**config.mk**
```make
export PLATFORM = sky130hd
export DESIGN_NAME = png_stored_deflate_encoder
export DESIGN_NICKNAME = d
export VERILOG_FILES = /design/src/hdl/pse_pkg.sv /design/src/hdl/png_stored_deflate_encoder.sv /design/src/hdl/pse_front.sv /design/src/hdl/pse_fifo.sv /design/src/hdl/pse_back.sv
export SDC_FILE = /design/constraint.sdc
export NUM_CORES = 2
export LEC_CHECK = 0
export ABC_AREA = 1
export BUFFER_PORTS_ARGS = -buffer_cell sky130_fd_sc_hd__buf_2
export CAP_MARGIN = 20
export CORE_MARGIN = 3
export CORE_UTILIZATION = 53
export CTS_BUF_LIST = sky130_fd_sc_hd__clkbuf_16
export CTS_CLUSTER_DIAMETER = 30
export CTS_CLUSTER_SIZE = 28
export DETAILED_ROUTE_END_ITERATION = 16
export HOLD_SLACK_MARGIN = 0.03
export MAX_ROUTING_LAYER = met4
export PLACE_DENSITY = 0.79
export SETUP_SLACK_MARGIN = 0.02
export SKIP_CTS_REPAIR_TIMING = 1
export SYNTH_ARGS = -nofsm -noshare
export SYNTH_HDL_FRONTEND = slang
export SYNTH_HIERARCHICAL = 1
export SYNTH_SLANG_ARGS = --single-unit
```
**constraint.sdc**
```tcl
create_clock -name clk -period 7.8 [get_ports clk]
set_input_delay 0.78 -clock clk [delete_from_list [all_inputs] [get_ports clk]]
set_output_delay 0.78 -clock clk [all_outputs]
set_load 0.1 [all_outputs]
```
**src/hdl/pse_pkg.sv**
```systemverilog
// Shared types, constants and byte helpers for the stored-deflate PNG encoder.
package pse_pkg;

  localparam logic [15:0] BLOCK_MAX = 16'hFFFF;
  localparam logic [16:0] ADLER_MOD = 17'd65521;
  localparam logic [31:0] CRC_POLY  = 32'hEDB88320;
  localparam logic [31:0] CRC_INIT  = 32'hFFFFFFFF;

  localparam logic [1:0] REG_WIDTH  = 2'd0;
  localparam logic [1:0] REG_HEIGHT = 2'd1;

  typedef struct packed {
    logic        start;
    logic        filter;
    logic        last;
    logic [7:0]  data;
    logic [13:0] w;
    logic [13:0] h;
  } entry_t;

  function automatic logic [31:0] crc_byte(input logic [31:0] crc, input logic [7:0] b);
    logic [31:0] c;
    c = crc ^ {24'd0, b};
    for (int k = 0; k < 8; k++) begin
      c = c[0] ? ((c >> 1) ^ CRC_POLY) : (c >> 1);
    end
    return c;
  endfunction

  function automatic logic [7:0] word_byte(input logic [31:0] w, input logic [1:0] k);
    logic [7:0] r;
    case (k)
      2'd0: r = w[31:24];
      2'd1: r = w[23:16];
      2'd2: r = w[15:8];
      default: r = w[7:0];
    endcase
    return r;
  endfunction

  // fixed bytes of signature, IHDR and IDAT header
  function automatic logic [7:0] hdr_byte(input logic [5:0] idx);
    logic [7:0] r;
    case (idx)
      6'd0: r = 8'h89;
      6'd1: r = 8'h50;
      6'd2: r = 8'h4E;
      6'd3: r = 8'h47;
      6'd4: r = 8'h0D;
      6'd5: r = 8'h0A;
      6'd6: r = 8'h1A;
      6'd7: r = 8'h0A;
      6'd11: r = 8'd13;
      6'd12: r = 8'h49;
      6'd13: r = 8'h48;
      6'd14: r = 8'h44;
      6'd15: r = 8'h52;
      6'd24: r = 8'd8;
      6'd25: r = 8'd6;
      6'd37: r = 8'h49;
      6'd38: r = 8'h44;
      6'd39: r = 8'h41;
      6'd40: r = 8'h54;
      6'd41: r = 8'h78;
      6'd42: r = 8'h01;
      default: r = 8'h00;
    endcase
    return r;
  endfunction

  function automatic logic [7:0] trl_byte(input logic [4:0] idx);
    logic [7:0] r;
    case (idx)
      5'd12: r = 8'h49;
      5'd13: r = 8'h45;
      5'd14: r = 8'h4E;
      5'd15: r = 8'h44;
      default: r = 8'h00;
    endcase
    return r;
  endfunction

endpackage

```
**src/hdl/png_stored_deflate_encoder.sv**
```systemverilog
// Top level: RGBA8 byte stream in, PNG file with stored deflate blocks out.
//  channel   direction  handshake              payload
//  cfg       in         cfg_valid/cfg_ready    cfg_index, cfg_data
//  in        in         in_valid/in_stall      pixel_byte
//  out       out        out_valid/out_stall    out_byte, last_of_run, file_end
// A single byte-wide sequencer emits each pixel byte, after a zero filter
// byte on the first byte of a row, plus 43 bytes of file header, five per
// stored block and 20 of trailer. A two-word queue decouples input
// from the sequencer; out_stall holds the output register and the sequencer.
// Synchronous reset.
module png_stored_deflate_encoder (
  input  logic        clk,
  input  logic        rst,
  input  logic        cfg_valid,
  output logic        cfg_ready,
  input  logic [1:0]  cfg_index,
  input  logic [15:0] cfg_data,
  input  logic        in_valid,
  output logic        in_stall,
  input  logic [7:0]  pixel_byte,
  output logic        out_valid,
  input  logic        out_stall,
  output logic [7:0]  out_byte,
  output logic        last_of_run,
  output logic        file_end
);

  pse_pkg::entry_t push_data;
  pse_pkg::entry_t pop_data;
  logic push;
  logic pop;
  logic q_full;
  logic q_empty;

  pse_front u_front (
    .clk, .rst, .cfg_valid, .cfg_ready, .cfg_index, .cfg_data,
    .in_valid, .in_stall, .pixel_byte, .q_full, .push, .push_data
  );

  pse_fifo u_fifo (
    .clk, .rst, .push, .push_data, .full(q_full), .pop, .pop_data, .empty(q_empty)
  );

  pse_back u_back (
    .clk, .rst, .q_empty, .pop, .pop_data, .out_valid, .out_stall,
    .out_byte, .last_of_run, .file_end
  );

  a_end_is_last: assert property (@(posedge clk) disable iff (rst)
    out_valid && file_end |-> last_of_run)
    else $error("file end without end of run");

  a_reset_quiet: assert property (@(posedge clk) $past(rst) |-> !out_valid)
    else $error("output word right after reset");

  a_no_pop_empty: assert property (@(posedge clk) disable iff (rst)
    pop |-> !q_empty)
    else $error("queue read while empty");

endmodule

```
**src/hdl/pse_front.sv**
```systemverilog
// Front end: configuration registers, row tracking and word classification.
module pse_front (
  input  logic                clk,
  input  logic                rst,
  input  logic                cfg_valid,
  output logic                cfg_ready,
  input  logic [1:0]          cfg_index,
  input  logic [15:0]         cfg_data,
  input  logic                in_valid,
  output logic                in_stall,
  input  logic [7:0]          pixel_byte,
  input  logic                q_full,
  output logic                push,
  output pse_pkg::entry_t     push_data
);

  logic [13:0] image_width;
  logic [13:0] image_height;
  logic        file_started;
  logic [15:0] row_byte_count;
  logic [13:0] row_count;
  logic [13:0] fw;
  logic [13:0] fh;
  logic [13:0] w_eff;
  logic [13:0] h_eff;
  logic [15:0] rb_next;
  logic        row_end;
  logic        last;

  assign cfg_ready = 1'b1;
  assign in_stall  = q_full;
  assign push      = in_valid && !q_full;

  always_comb begin
    if (file_started) begin
      w_eff = fw;
      h_eff = fh;
    end else begin
      w_eff = (image_width == 14'd0) ? 14'd1 : image_width;
      h_eff = (image_height == 14'd0) ? 14'd1 : image_height;
    end
    rb_next = row_byte_count + 16'd1;
    row_end = (rb_next == {w_eff, 2'b00});
    last    = row_end && (row_count == h_eff - 14'd1);
    push_data.start  = !file_started;
    push_data.filter = (row_byte_count == 16'd0);
    push_data.last   = last;
    push_data.data   = pixel_byte;
    push_data.w      = w_eff;
    push_data.h      = h_eff;
  end

  always_ff @(posedge clk) begin
    if (rst) begin
      image_width    <= 14'd1;
      image_height   <= 14'd1;
      file_started   <= 1'b0;
      row_byte_count <= 16'd0;
      row_count      <= 14'd0;
      fw             <= 14'd1;
      fh             <= 14'd1;
    end else begin
      if (cfg_valid && cfg_ready) begin
        if (cfg_index == pse_pkg::REG_WIDTH) image_width <= cfg_data[13:0];
        else if (cfg_index == pse_pkg::REG_HEIGHT) image_height <= cfg_data[13:0];
      end
      if (push) begin
        fw <= w_eff;
        fh <= h_eff;
        if (last) begin
          file_started   <= 1'b0;
          row_byte_count <= 16'd0;
          row_count      <= 14'd0;
        end else begin
          file_started <= 1'b1;
          if (row_end) begin
            row_byte_count <= 16'd0;
            row_count      <= row_count + 14'd1;
          end else begin
            row_byte_count <= rb_next;
          end
        end
      end
    end
  end

endmodule

```
**src/hdl/pse_fifo.sv**
```systemverilog
// Two-word queue between front end and byte sequencer.
module pse_fifo (
  input  logic            clk,
  input  logic            rst,
  input  logic            push,
  input  pse_pkg::entry_t push_data,
  output logic            full,
  input  logic            pop,
  output pse_pkg::entry_t pop_data,
  output logic            empty
);

  pse_pkg::entry_t mem [2];
  logic       wr_ptr;
  logic       rd_ptr;
  logic [1:0] count;

  assign full     = (count == 2'd2);
  assign empty    = (count == 2'd0);
  assign pop_data = mem[rd_ptr];

  always_ff @(posedge clk) begin
    if (push) mem[wr_ptr] <= push_data;
  end

  always_ff @(posedge clk) begin
    if (rst) begin
      wr_ptr <= 1'b0;
      rd_ptr <= 1'b0;
      count  <= 2'd0;
    end else begin
      if (push) wr_ptr <= ~wr_ptr;
      if (pop) rd_ptr <= ~rd_ptr;
      if (push && !pop) count <= count + 2'd1;
      else if (pop && !push) count <= count - 2'd1;
    end
  end

endmodule

```
**src/hdl/pse_back.sv**
```systemverilog
// Byte sequencer: headers, stored block framing, checksums and output register.
module pse_back (
  input  logic            clk,
  input  logic            rst,
  input  logic            q_empty,
  output logic            pop,
  input  pse_pkg::entry_t pop_data,
  output logic            out_valid,
  input  logic            out_stall,
  output logic [7:0]      out_byte,
  output logic            last_of_run,
  output logic            file_end
);

  localparam logic [2:0] S_IDLE = 3'd0;
  localparam logic [2:0] S_HDR  = 3'd1;
  localparam logic [2:0] S_BLKH = 3'd2;
  localparam logic [2:0] S_DATA = 3'd3;
  localparam logic [2:0] S_TRL  = 3'd4;

  logic [2:0]  state;
  logic [5:0]  idx;
  logic [13:0] fw;
  logic [13:0] fh;
  logic        filt;
  logic        last;
  logic [7:0]  pix;
  logic [31:0] crc;
  logic [15:0] adler_a;
  logic [15:0] adler_b;
  logic [15:0] block_left;
  logic [29:0] raw_left;
  logic [29:0] raw;
  logic [14:0] quot;
  logic [14:0] blocks;
  logic [31:0] idat_len;

  logic        adv;
  logic        emit;
  logic        cov;
  logic [7:0]  byte_d;
  logic        lor_d;
  logic        fe_d;
  logic        done;
  logic [15:0] n;
  logic [15:0] inv;
  logic        final_blk;
  logic [16:0] sa;
  logic [16:0] sb;
  logic [15:0] a_next;
  logic [15:0] b_next;
  logic [30:0] qsum;

  assign adv = !out_valid || !out_stall;
  assign pop = !q_empty && ((state == S_IDLE) || (adv && done));

  always_comb begin
    n         = (raw_left < 30'(pse_pkg::BLOCK_MAX)) ? raw_left[15:0] : pse_pkg::BLOCK_MAX;
    inv       = ~n;
    final_blk = (raw_left <= 30'(pse_pkg::BLOCK_MAX));
    qsum      = {1'b0, raw} + 31'(raw[29:16]) + 31'd1;
    emit   = 1'b0;
    cov    = 1'b0;
    byte_d = 8'd0;
    lor_d  = 1'b0;
    fe_d   = 1'b0;
    done   = 1'b0;
    case (state)
      S_HDR: begin
        emit = 1'b1;
        cov  = (idx >= 6'd12 && idx <= 6'd28) || (idx >= 6'd37);
        if (idx >= 6'd16 && idx <= 6'd19) byte_d = pse_pkg::word_byte({18'd0, fw}, idx[1:0]);
        else if (idx >= 6'd20 && idx <= 6'd23)
          byte_d = pse_pkg::word_byte({18'd0, fh}, idx[1:0]);
        else if (idx >= 6'd29 && idx <= 6'd32)
          byte_d = pse_pkg::word_byte(~crc, 2'(idx - 6'd29));
        else if (idx >= 6'd33 && idx <= 6'd36)
          byte_d = pse_pkg::word_byte(idat_len, 2'(idx - 6'd33));
        else byte_d = pse_pkg::hdr_byte(idx);
      end
      S_BLKH: begin
        emit = 1'b1;
        cov  = 1'b1;
        case (idx[2:0])
          3'd0: byte_d = {7'd0, final_blk};
          3'd1: byte_d = n[7:0];
          3'd2: byte_d = n[15:8];
          3'd3: byte_d = inv[7:0];
          default: byte_d = inv[15:8];
        endcase
      end
      S_DATA: begin
        if (block_left != 16'd0) begin
          emit   = 1'b1;
          cov    = 1'b1;
          byte_d = filt ? 8'd0 : pix;
          lor_d  = !filt && !last;
          done   = !filt && !last;
        end
      end
      S_TRL: begin
        emit = 1'b1;
        cov  = (idx <= 6'd3) || (idx >= 6'd12 && idx <= 6'd15);
        if (idx <= 6'd3) byte_d = pse_pkg::word_byte({adler_b, adler_a}, idx[1:0]);
        else if (idx <= 6'd7 || idx >= 6'd16) byte_d = pse_pkg::word_byte(~crc, idx[1:0]);
        else byte_d = pse_pkg::trl_byte(idx[4:0]);
        lor_d = (idx == 6'd19);
        fe_d  = (idx == 6'd19);
        done  = (idx == 6'd19);
      end
      default: ;
    endcase
    sa     = {1'b0, adler_a} + {9'd0, byte_d};
    a_next = (sa >= pse_pkg::ADLER_MOD) ? 16'(sa - pse_pkg::ADLER_MOD) : sa[15:0];
    sb     = {1'b0, adler_b} + {1'b0, a_next};
    b_next = (sb >= pse_pkg::ADLER_MOD) ? 16'(sb - pse_pkg::ADLER_MOD) : sb[15:0];
  end

  always_ff @(posedge clk) begin
    if (adv) begin
      out_byte    <= byte_d;
      last_of_run <= lor_d;
      file_end    <= fe_d;
    end
  end

  always_ff @(posedge clk) begin
    if (rst) begin
      state      <= S_IDLE;
      idx        <= 6'd0;
      out_valid  <= 1'b0;
      crc        <= pse_pkg::CRC_INIT;
      adler_a    <= 16'd1;
      adler_b    <= 16'd0;
      block_left <= 16'd0;
      raw_left   <= 30'd0;
    end else begin
      if (adv) out_valid <= emit;
      if (adv && emit && cov) crc <= pse_pkg::crc_byte(crc, byte_d);
      if (state == S_DATA && block_left == 16'd0) begin
        state <= S_BLKH;
        idx   <= 6'd0;
      end else if (adv) begin
        case (state)
          S_HDR: begin
            idx <= idx + 6'd1;
            case (idx)
              6'd0: begin
                raw        <= fh * {fw, 2'b01};
                block_left <= 16'd0;
                adler_a    <= 16'd1;
                adler_b    <= 16'd0;
                crc        <= pse_pkg::CRC_INIT;
              end
              6'd1: begin
                quot     <= qsum[30:16];
                raw_left <= raw;
              end
              6'd2: blocks <= quot + 15'(raw != (({quot, 16'd0}) - {16'd0, quot}) >> 0);
              6'd3: idat_len <= {2'd0, raw} + 32'd6 + {15'd0, blocks, 2'd0} + {17'd0, blocks};
              6'd32: crc <= pse_pkg::CRC_INIT;
              6'd42: state <= S_DATA;
              default: ;
            endcase
          end
          S_BLKH: begin
            if (idx == 6'd4) begin
              block_left <= n;
              state      <= S_DATA;
            end else begin
              idx <= idx + 6'd1;
            end
          end
          S_DATA: begin
            adler_a    <= a_next;
            adler_b    <= b_next;
            block_left <= block_left - 16'd1;
            raw_left   <= raw_left - 30'd1;
            if (filt) filt <= 1'b0;
            else if (last) begin
              state <= S_TRL;
              idx   <= 6'd0;
            end else state <= S_IDLE;
          end
          S_TRL: begin
            idx <= idx + 6'd1;
            if (idx == 6'd7) crc <= pse_pkg::CRC_INIT;
            if (idx == 6'd19) begin
              crc        <= pse_pkg::CRC_INIT;
              adler_a    <= 16'd1;
              adler_b    <= 16'd0;
              block_left <= 16'd0;
              state      <= S_IDLE;
            end
          end
          default: ;
        endcase
      end
      if (pop) begin
        idx   <= 6'd0;
        filt  <= pop_data.filter;
        last  <= pop_data.last;
        pix   <= pop_data.data;
        state <= pop_data.start ? S_HDR : S_DATA;
        if (pop_data.start) begin
          fw <= pop_data.w;
          fh <= pop_data.h;
        end
      end
    end
  end

endmodule

```
==> impl_metrics.py <==
metrics = {
    "routing": {
        "ant_nets": 0,
        "vias_per_cell": 5.67,
        "postRouteWirelength_um": 98600,
        "wl_per_cell_um": 17.5,
        "drcViolationCount": 0,
        "vias": 31900,
        "firstDrtPassIters": 9,
        "drt_iter0_drc": 3121,
    },
    "setup_path": {
        "path_max_fanout": 12,
        "criticalPathCategory": "flip-flop to flip-flop",
        "start_kind": "flip-flop",
        "arrival_ns": 7.71,
        "slowest_delay_ns": 0.36,
        "reg2reg_depth": 42,
        "cpMaxStageDelayCell": "ha_2",
        "end_kind": "flip-flop",
        "cp_common_cell": "nand2_1",
        "r2r_start": "u_back/idx[0]",
        "critPathLaunch": "u_back/idx[0]",
        "critPathRequiredTime_ns": 8.30,
    },
    "clock_tree": {
        "cts_buffer_depth": 3,
        "clkTransAtPathRegs_ns": 0.05,
        "cts_root_buf": "clkbuf_16",
        "cts_tree": "yes",
        "htreeDepth": 3,
        "cts_made_buffers": 96,
        "cts_num_sinks": 437,
        "insertion_delay_ns": 0.66,
    },
    "timing": {
        "report.final.hold_viol_count": 0,
        "rsz0062_at_grt": "true",
        "clock_skew_ns": 0.0461,
        "finalSetupViolations": 0,
        "relSlewSlack": 0.327,
        "fin_tns_setup_ns": 0,
        "max_freq_ghz": 0.139,
        "period_minus_slack_ns": 7.22,
        "fin_crit_sh": 0.925,
        "tightest_slew_ns": 1.00,
        "drv_slew": 0,
    },
    "final_layout": {
        "multi_input_area_mm2": 0.0210,
        "final_nets": 5095,
        "areaGrowthSynthToFinish_pct": 12.5,
        "layout-drive-gt1-share": 0.0982,
        "regArea_mm2": 0.0109,
        "nFillCells": 5600,
    },
    "grt": {
        "grt_usage": 0.287,
        "antenna_found_initial": 2,
        "grt_overflow_total": 0,
        "grt_first_pass_wirelength_um": 158000,
        "grt_max_degree": 54,
        "grt_pass1_vias": 30600,
    },
    "yosys": {
        "synth_most_common_cell": "nand2_1",
        "synthTopCellsByCount": "nand2_1, inv_1, nor2_1, a21oi_1, nand3_1",
        "yosysWarnings": 6,
        "netlist.area_leader.share": 0.185,
        "synthTopCellsByArea": "edfxtp_1, nand2_1, dfxtp_1, fa_1, ha_1",
        "synth.avg_cell_area_um2": 7.54,
        "synth_area_mm2": 0.0351,
        "yosysSeqAreaShare": 0.311,
        "ys_seq_elements": 437,
        "async_flop_share": 0,
        "syn_nets": 5059,
        "synth-main-ff-cell": "dfxtp_1",
        "synth_edf_count": 217,
        "syn_inst": 4657,
        "synth_top_area_cell": "edfxtp_1",
        "ys_types": 67,
    },
    "floorplanning": {
        "core-area_mm2": 0.0650,
        "die_w_um": 263,
        "ios": 44,
        "dieArea_mm2": 0.0694,
        "dieHeight_um": 263,
        "rows": 93,
        "initial_core_util": 0.540,
    },
    "placement": {
        "portBuffers": 40,
        "dpl.hpwl_um": 72200,
        "place_congestion": 0.999,
    },
    "worst_hold_path": {
        "min_from": "pixel_byte[3]",
        "min_path_type": "input port to flip-flop",
        "hold-path-cell-count": 1,
    },
    "flow_run": {
        "drv_cap": 0,
    },
    "run_status": {
        "status": "finished clean",
    },
}
-- kinds of logic (layout without fill, tap and decap cells) --
group                    Yosys count  in the layout  synth area share
AND/OR/NAND/NOR                 2122           2124             0.261
buffers and inverters            840            956            0.0947
AO/OA/AOI/OAI                    655            655             0.103
flip-flops                       437            437             0.311
adder cells (fa/ha/maj)          371            371             0.168
XOR/XNOR                         192            192            0.0481
multiplexers                      39             39            0.0136
other                              1              4          0.000107
-- area by class of cell --
type                    count  share of cell area
well taps                 855              0.0271
inverters                 678              0.0644
diodes                      3            0.000190
clock inverters            82              0.0209
multi-input cells        3382               0.532
repair buffers             98              0.0168
flip-flops and latches    437               0.276
clock buffers              98              0.0620
-- critical path, delay by kind of cell, from the launching register on --
kind / cells / cell delay (ns)
AO/OA/AOI/OAI: 2 / 0.42
AND/OR/NAND/NOR: 29 / 3.85
flip-flops: 1 / 0.30
buffers and inverters: 6 / 0.94
XOR/XNOR: 1 / 0.29
adder cells (fa/ha/maj): 4 / 1.25
-- metal layers --
layer | GRT usage | routed length (um) | up-vias
met5 | - | 0 | -
met4 | 0.104 | 3600 | 0
met1 | 0.375 | 40700 | 14800
li1 | - | - | 15200
met2 | 0.443 | 44800 | 1549
met3 | 0.0601 | 9580 | 289
-- cells in the final DEF, fill, tap and decap left out, types with 23 or more instances in the layout --
cell type	n
fa_1	168
ha_1	201
xnor2_1	31
nand2_1	1207
nand3_1	292
nor3_1	48
inv_2	24
edfxtp_1	217
a21oi_1	308
nor2_2	31
nand4_1	80
o21ai_0	189
o211ai_1	37
buf_2	39
clkbuf_16	98
nand2_2	43
o21ai_1	23
mux2_2	29
buf_4	57
dfxtp_1	218
nor2_1	325
xor2_1	159
inv_1	664
-- through the flow --
step,cells,worst slack [ns],cell area (um2),hold WS (ns),utilization
floorplan,4657,1.60,35100,0.435,-
finish,5633,0.583,39500,0.312,0.608
CTS,5627,0.208,39400,0.285,0.606
global placement,5447,0.385,36100,0.445,0.555
global route,5632,0.00287,39500,0.296,0.608
detailed placement,5447,0.301,36100,0.454,0.555
-- sequential cells by signal, indices dropped and copies added (netlist names), 16 cells and up, named ones only --
signal / flops
u_back/adler_a: 16
u_back/adler_b: 16
u_back/block_left: 16
u_back/crc: 32
u_back/idat_len: 31
u_back/raw: 30
u_back/raw_left: 30
u_fifo/mem: 78
u_front/row_byte_count: 16
-- worst paths after layout --
path / end / slack (ns)
max: u_back/adler_b[5] / 0.58
min: u_fifo/mem[1][31] / 0.31
max reg2reg: u_back/adler_b[5] / 0.58
min reg2reg: u_front/fh[0] / 0.46
Power is not shown: default switching activity piles up to over one toggle a cycle in this logic, so the estimate is an artifact.
